$ cat src/hdl/double_exact_product_split_unit_assert.svh
// assertion macros for the exact product split unit
// used by the top level, expects a clock aclk and reset aresetn in scope
`ifndef DOUBLE_EXACT_PRODUCT_SPLIT_UNIT_ASSERT_SVH
`define DOUBLE_EXACT_PRODUCT_SPLIT_UNIT_ASSERT_SVH

// checked only out of reset
`define DPSU_ASSERT(lbl, prop, msg) \
    lbl: assert property (@(posedge aclk) disable iff (!aresetn) prop) else $error(msg);

// checked during reset as well
`define DPSU_ASSERT_RST(lbl, prop, msg) \
    lbl: assert property (@(posedge aclk) prop) else $error(msg);

`endif

$ cat src/hdl/dpsu_pkg.sv
// shared types, constants and helper functions for the exact product split unit
// no dependencies
package dpsu_pkg;

    localparam int FRAC_BITS = 52;
    localparam int LOW_DROP  = 12;
    localparam logic [10:0] EXP_ONES  = 11'h7FF;
    localparam logic [63:0] QUIET_NAN = 64'h7FF8_0000_0000_0000;

    // signed exponent, wide enough for every intermediate scale
    typedef logic signed [13:0] exp_t;

    // side information that travels with each word
    typedef struct packed {
        logic sign;
        logic nf;
        logic zero;
    } side_t;

    // position of the highest set bit, zero for an all-zero word
    function automatic logic [5:0] top_bit(input logic [63:0] x);
        logic [5:0] p;
        p = 6'd0;
        for (int i = 0; i < 64; i++) begin
            if (x[i]) begin
                p = 6'(i);
            end
        end
        return p;
    endfunction

endpackage

$ cat src/hdl/dpsu_pack.sv
// binary64 packing of x * 2^scale with round to nearest-even, three register stages
// depends on dpsu_pkg
module dpsu_pack (
    input  logic            aclk,
    input  logic            en,
    input  logic [63:0]     x,
    input  dpsu_pkg::exp_t  scale,
    output logic [62:0]     mag
);
    import dpsu_pkg::*;

    // stage a: leading bit, shift and exponent
    logic [63:0] xa_reg;
    exp_t        sha_reg, sha_next;
    logic        norma_reg, norma_next, ovfa_reg, zeroa_reg;
    logic [10:0] bexpa_reg;
    exp_t        bea_next;

    // stage b: truncated significand and rounding bits
    logic [52:0] qb_reg, qb_next;
    logic        rbb_reg, rbb_next, stb_reg, stb_next;
    logic        normb_reg, ovfb_reg, zerob_reg;
    logic [10:0] bexpb_reg;

    logic [62:0] mag_reg, mag_next;

    always_comb begin
        logic [5:0] p;
        exp_t       shift, sub;
        p          = top_bit(x);
        shift      = exp_t'({8'd0, p}) - exp_t'(FRAC_BITS);
        sub        = exp_t'(-1074) - scale;
        norma_next = !(sub > shift);
        sha_next   = norma_next ? shift : sub;
        bea_next   = exp_t'({8'd0, p}) + scale + exp_t'(1023);
    end

    // align to the 53-bit significand
    always_comb begin
        exp_t         neg;
        logic [63:0]  lsh;
        logic [127:0] t;
        neg = exp_t'(0) - sha_reg;
        lsh = xa_reg << neg[5:0];
        t   = {xa_reg, 64'd0} >> sha_reg[6:0];
        if (sha_reg <= exp_t'(0)) begin
            qb_next  = lsh[52:0];
            rbb_next = 1'b0;
            stb_next = 1'b0;
        end else if (sha_reg > exp_t'(64)) begin
            qb_next  = 53'd0;
            rbb_next = 1'b0;
            stb_next = 1'b0;
        end else begin
            qb_next  = t[116:64];
            rbb_next = t[63];
            stb_next = (t[62:0] != 63'd0);
        end
    end

    // round and assemble
    always_comb begin
        logic [53:0] qr;
        logic [63:0] bits;
        qr   = {1'b0, qb_reg} + 54'(rbb_reg && (stb_reg || qb_reg[0]));
        bits = {1'b0, bexpb_reg, 52'd0} + {10'd0, qr};
        if (zerob_reg) begin
            mag_next = 63'd0;
        end else if (!normb_reg) begin
            mag_next = {9'd0, qr};
        end else if (ovfb_reg || (bits[62:52] == EXP_ONES)) begin
            mag_next = {EXP_ONES, 52'd0};
        end else begin
            mag_next = bits[62:0];
        end
    end

    always_ff @(posedge aclk) begin
        if (en) begin
            xa_reg    <= x;
            sha_reg   <= sha_next;
            norma_reg <= norma_next;
            ovfa_reg  <= bea_next > exp_t'(2046);
            bexpa_reg <= bea_next[10:0] - 11'd1;
            zeroa_reg <= (x == 64'd0);
            qb_reg    <= qb_next;
            rbb_reg   <= rbb_next;
            stb_reg   <= stb_next;
            normb_reg <= norma_reg;
            ovfb_reg  <= ovfa_reg;
            bexpb_reg <= bexpa_reg;
            zerob_reg <= zeroa_reg;
            mag_reg   <= mag_next;
        end
    end

    assign mag = mag_reg;

endmodule

$ cat config.mk
export PLATFORM = sky130hd
export DESIGN_NAME = dpsu_pack
export DESIGN_NICKNAME = d
export VERILOG_FILES = /design/src/hdl/double_exact_product_split_unit_assert.svh /design/src/hdl/dpsu_pkg.sv /design/src/hdl/dpsu_pack.sv
export SDC_FILE = /design/constraint.sdc
export NUM_CORES = 1
export LEC_CHECK = 0
export BUFFER_PORTS_ARGS = -buffer_cell sky130_fd_sc_hd__buf_4
export CAP_MARGIN = 20
export CORE_MARGIN = 3
export CORE_UTILIZATION = 25
export CTS_BUF_LIST = sky130_fd_sc_hd__clkbuf_8 sky130_fd_sc_hd__clkbuf_16
export CTS_CLUSTER_DIAMETER = 100
export DETAILED_ROUTE_END_ITERATION = 7
export PLACE_DENSITY = 0.39
export SYNTH_ARGS = -nofsm -noshare
export SYNTH_HDL_FRONTEND = slang
export SYNTH_SLANG_ARGS = --single-unit
$ cat constraint.sdc
create_clock -name aclk -period 6.25 [get_ports aclk]
set_input_delay 0.625 -clock aclk [delete_from_list [all_inputs] [get_ports aclk]]
set_output_delay 0.625 -clock aclk [all_outputs]
set_load 0.01 [all_outputs]
# ---- Yosys cells after proc, flatten, opt, wreduce, memory -nomap -nowiden
# Index checks and enable logic that the tools add are counted.
# W data, S select, Z words.
dict set report word_totals {
  register_bits 224
  inputBits 80
  output_inout_bits 63
  word_cells 107
}
dict set report op_classes {
  addsub 8
  order_cmp 4
  eq_ne 1
  n_shift 2
  mux 68
  bitwise 1
  reduce_logical 8
}
# op n
set op_table {}
lappend op_table {{$mux W6} 62}
lappend op_table {{$shr A128 B7 Y117} 1}
lappend op_table {{$mux W53} 2}
lappend op_table {{$logic_not A64 Y1} 1}
lappend op_table {{$shl A64 B6 Y53} 1}
lappend op_table {{$add A63 B54 Y63} 1}
lappend op_table {{$mux W63} 1}
lappend op_table {{$reduce_bool A63 Y1} 1}
lappend op_table {{$add A53 B1 Y54} 1}
lappend op_table {{$mux W54} 1}
lappend op_table {{$add A14 B11 Y14 const B} 1}
lappend op_table {{$add A7 B14 Y14} 1}
lappend op_table {{$gt A14 B12 Y1 const B} 1}
lappend op_table {{$gt A14 B7 Y1} 1}
lappend op_table {{$gt A14 B8 Y1 const B} 1}
lappend op_table {{$le A14 B1 Y1 const B} 1}
lappend op_table {{$mux W14} 1}
lappend op_table {{$sub A12 B14 Y14 const A} 1}
lappend op_table {{$eq A11 B11 Y1 const B} 1}
lappend op_table {{$sub A11 B1 Y11 const B} 1}
lappend op_table {{$sub A6 B6 Y7 const B} 1}
lappend op_table {{$sub A1 B6 Y6 const A} 1}
lappend op_table {{$reduce_or A2 Y1} 2}
lappend op_table {{$logic_or A1 B1 Y1} 2}
lappend op_table {{4 further kinds} 4}

# ---- Depth between registers and ports, before layout
dict set report logic_depth {
  depth_word 66
  ltp_mapped 24
  mapped_depth_nobuf 24
}

# ---- Worst setup path after synthesis
# Ideal clock, no wire load.
dict set report synth_path {
  path_kind {input to register}
  start {in x[9]}
  end {reg sha_reg[10] (data pin)}
  setup_time_ns 0.292
  t_arrival_ns 4.858
  t_required_ns 5.958
  path_slack_ns 1.100
  path_stages 22
  n_path_buf 1
  cell_sequence {nor4_1 a21boi_0 o21ai_0 a21boi_0 o41ai_1 nand2_1 a21o_1 nand2_1 a21o_1 inv_1 ha_1 nor2_1 ha_1 a21o_1 a21o_1 a21oi_1 nor2_1 nor2_1 a21oi_1 nor3_1 buf_2 mux2i_1}
}
dict set report synth_between {
  elab_chain_cells 58
}
# element line_no
set synth_lines {}
lappend synth_lines {{start, declared} dpsu_pack.sv:6} ;# input logic [63:0] x,
lappend synth_lines {{$mux W6 (*) (55 in a row)} dpsu_pkg.sv:25} ;# if (x[i]) begin
lappend synth_lines {{$sub A6 B6 Y7 (*)} dpsu_pack.sv:31} ;# shift = exp_t'({8'd0, p}) - exp_t'(FRAC_BITS);
lappend synth_lines {{$gt A14 B7 Y1} dpsu_pack.sv:33} ;# norma_next = !(sub > shift);
lappend synth_lines {{$mux W14 (*)} dpsu_pack.sv:34} ;# sha_next = norma_next ? shift : sub;
lappend synth_lines {{via sha_next[10]} dpsu_pack.sv:14} ;# exp_t sha_reg, sha_next;
lappend synth_lines {{end signal, assigned} dpsu_pack.sv:81} ;# sha_reg <= sha_next;
lappend synth_lines {{end, declared} dpsu_pack.sv:14}
# The timed path passes the listed nets; every way through them passes the cells marked *.
# A chain may end at the register's enable or synchronous reset.

# ---- Worst setup path after layout
dict set report layout_path {
  start {reg qb_reg[0]}
  end {reg mag_reg[5], in the netlist mag[5] (data pin)}
}
dict set report layout_between {
  elab_chain_cells 8
}
# element line_no
set layout_lines {}
lappend layout_lines {{start, declared} dpsu_pack.sv:20} ;# logic [52:0] qb_reg, qb_next;
lappend layout_lines {{start signal, assigned} dpsu_pack.sv:86} ;# qb_reg <= qb_next;
lappend layout_lines {{$logic_or A1 B1 Y1} dpsu_pack.sv:65} ;# qr = {1'b0, qb_reg} + 54'(rbb_reg && (stb_reg || qb_reg[0]));
lappend layout_lines {{$logic_and A1 B1 Y1} dpsu_pack.sv:65}
lappend layout_lines {{$add A53 B1 Y54 (*)} dpsu_pack.sv:65}
lappend layout_lines {{$add A63 B54 Y63} dpsu_pack.sv:66} ;# bits = {1'b0, bexpb_reg, 52'd0} + {10'd0, qr};
lappend layout_lines {{$eq A11 B11 Y1} dpsu_pack.sv:71} ;# end else if (ovfb_reg || (bits[62:52] == EXP_ONES)) begin
lappend layout_lines {{$logic_or A1 B1 Y1} dpsu_pack.sv:71}
lappend layout_lines {{$mux W63} dpsu_pack.sv:71}
lappend layout_lines {{$mux W54 (*)} dpsu_pack.sv:69} ;# end else if (!normb_reg) begin
lappend layout_lines {{end signal, assigned} dpsu_pack.sv:93} ;# mag_reg <= mag_next;
lappend layout_lines {{end, declared} dpsu_pack.sv:25} ;# logic [62:0] mag_reg, mag_next;
# Mark *: on every way between the ends. The rest lies on a longest branch, timed or not.

==> flow_summary.toml <==
[run_status]
outcome = "completed"

[sta]
period_minus_slack_ns = 5.46
setup_viol = 0
hold_viol = 0
fin_skew_ns = 0.00920
tightest_slew_ns = 1.11
final_max_slew_viol_count = 0
setup_tns_ns = 0
rsz0062_at_grt = "no"
fin_crit_sh_pct = 87.4
maxSlewHeadroom_pct = 26.0
max_freq_mhz = 183

[yosys]
synth_area_mm2 = 0.0199
synth_edf_count = 224
synth_warnings = 0
syn_inst = 2035
synth_top_family_by_area = "multiplexers"
synth_adder_area_share_pct = 3.04
synth-compound-area-share_pct = 15.0
synthMuxAreaShare_pct = 22.9
synth_xor_area_share_pct = 4.15
ys.flop_type = "edfxtp_1"
syn_avg_cell_area_um2 = 9.75
yosys.area_share.simple_pct = 16.2
yosys_register_bits = 224
synth_seq_area_share_pct = 33.9
syn_nets = 2162
yosysUniqueCellTypes = 86
synth_async_sr_flop_share_pct = 0

[routing]
wl_met2_um = 37100
initialDrtViolationCount = 1736
detail-route-antenna-nets = 0
via_per_inst = 5.48
wl_met3_um = 4370
post-route-drc-count = 0
top_layer = "met4"
drt_wl_total_um = 80100
wl_met1_um = 36000
wl_per_cell_um = 25.2
drt_first_pass_iters = 6
num_vias = 17400

[setup_path]
reg2regPathDepth = 20
rrSetupSlack_ns = 0.79
cp-end-kind = "flop"
cp-start-kind = "flop"
cp-startpoint = "qb_reg[0]"
rr_startpoint = "qb_reg[0]"
path_common_cell = "nor2_1"
crit_fanout = 52
max_stage_delay_ns = 0.55
worstReg2RegEnd = "mag[5]"
slowest_stage = "o41ai_1"
crit_type = "reg2reg"
crit_end = "mag[5]"
cp.required_ns = 6.53
crit_chain = "o21a_1, ha_1, ha_1, nand4_1, nor2_1, buf_4, nand4_1, nor2_1, and4_1, nand4_1, nor2_1, xor2_1, ha_1, inv_1, fa_1, nand4b_1, o41ai_1, a21o_2, buf_4, nor2_1"
arrival_ns = 5.74

[final_layout]
syn_to_final_growth_pct = 16.2
nets = 2246
final_cell_mix = "nand2_1 (229), edfxtp_1 (224), nor2_1 (199)"
layout-drive-gt1-share_pct = 21.1
final_common_cell = "nand2_1"
largest_reg_flops = 64
diodes = 0

[floorplan]
dieArea_mm2 = 0.0828
rows = 102
fp.coreArea_mm2 = 0.0781
start_util_pct = 25.4
die_h_um = 288
io_pins = 143
die_w_um = 288

[clock_tree]
root_buffer = "clkbuf_16"
cts_buffers = 28
cts_sinks = 224
insertion_delay_ns = 0.56
tritoncts = "built"
post_cts_buffers = 0
htreeDepth = 1
cts_buffer_depth = 3
cts.repair.resized = 0
path_clk_slew_ns = 0.06
cts_hold_buf = 0

[power_and_ir_drop]
powerDensity_mw_per_mm2 = 291
p_leak_nw = 8.46
post-layout-total-power_mw = 6.72
ir_worst_vdd_mv = 0.195

[grt]
grt_overflow = 0
grt_max_degree = 138
grt_pass1_wl_um = 117000
grt_pass1_vias = 16900
antenna_found_initial = 0
grt_usage_pct = 18.9

[placement]
gp_congestion = 0.887
portBuffers = 142
dp_hpwl_um = 63600

[hold_path]
worstHoldPathType = "in2reg"

[job]
cap_violations = 0
[layout make-up]
| cell class | count | area, µm² |
|---|---|---|
| Timing Repair Buffer | 194 | 1510 |
| Clock inverter | 22 | 243 |
| Inverter | 82 | 308 |
| Multi-Input combinational cell | 1589 | 12200 |
| Sequential cell | 224 | 6730 |
| Clock buffer | 29 | 726 |
| Fill cell | 8228 | 55000 |
| Tap cell | 1040 | 1300 |
[how the worst min path moves through the flow]
stage                               to  cells after the start          from
after floorplan           bexpb_reg[0]                      0  bexpa_reg[0]
after global placement    bexpb_reg[0]                      0  bexpa_reg[0]
after CTS                    xa_reg[0]                      1          x[0]
final                        xa_reg[0]                      1          x[0]
after global routing         xa_reg[2]                      1          x[2]
after detailed placement  bexpb_reg[5]                      0  bexpa_reg[5]
[per-stage QoR]
stage                     cell area (µm²)  setup WS, ns  std cells  hold WS (ns)  util (%)
after floorplan                     19900          1.10       2035         0.400         -
after global placement              22100         0.715       3127         0.406      28.3
after detailed placement            22100         0.618       3127         0.405      28.3
after CTS                           23000         0.726       3178         0.228      29.5
after global routing                23100         0.207       3180         0.236      29.5
final                               23100         0.789       3180         0.257      29.5
[per-layer routing]
metal | global-route usage, % | vias to the layer above
met5 | 0 | -
met4 | 5.55 | 0
met3 | 1.99 | 106
met2 | 30.6 | 663
met1 | 26.5 | 8700
li1 | - | 7963
[logic make-up (layout without fill, tap and decap cells)]
group           Yosys count  in the layout
fa+ha+maj                47             47
compound gates          458            458
buf+inv                 222            327
mux                     296            296
flops                   224            224
xor+xnor                 94             94
simple gates            694            694
[synthesized netlist by cell type (26+ instances only)]
master	n	share of area, %
inv_1	80	1.5
edfxtp_1	224	34
o21ai_0	119	3.0
nor2_1	199	3.8
mux2i_1	103	5.2
nand3_1	61	1.5
a22oi_1	34	1.3
nor4_1	26	0.82
xor2_1	60	2.6
mux2_2	72	4.1
o22ai_1	32	1.0
nand2_1	229	4.3
ha_1	45	2.8
a21oi_1	95	2.4
xnor2_1	34	1.5
nor3_1	44	1.1
buf_2	29	0.73
clkbuf_1	88	1.7
mux4_2	102	12
[worst max-delay path, delay by kind of cell, from the launching register on]
family | cells | cell delay, ns
xor gates and xnor gates | 1 | 0.28
DFF | 1 | 0.35
buffers and inverters | 3 | 0.62
adders and majority gates | 4 | 1.15
and+or+nand+nor | 9 | 1.85
AOI/OAI and AO/OA | 3 | 0.89
[where the power goes]
group          internal (mW)  switching (mW)  total [mW]
Sequential              1.85           0.183        2.03
Clock                   1.05           0.639        1.69
Combinational           1.08            1.92        3.00
Note: power is estimated with default switching activity, not from simulation.
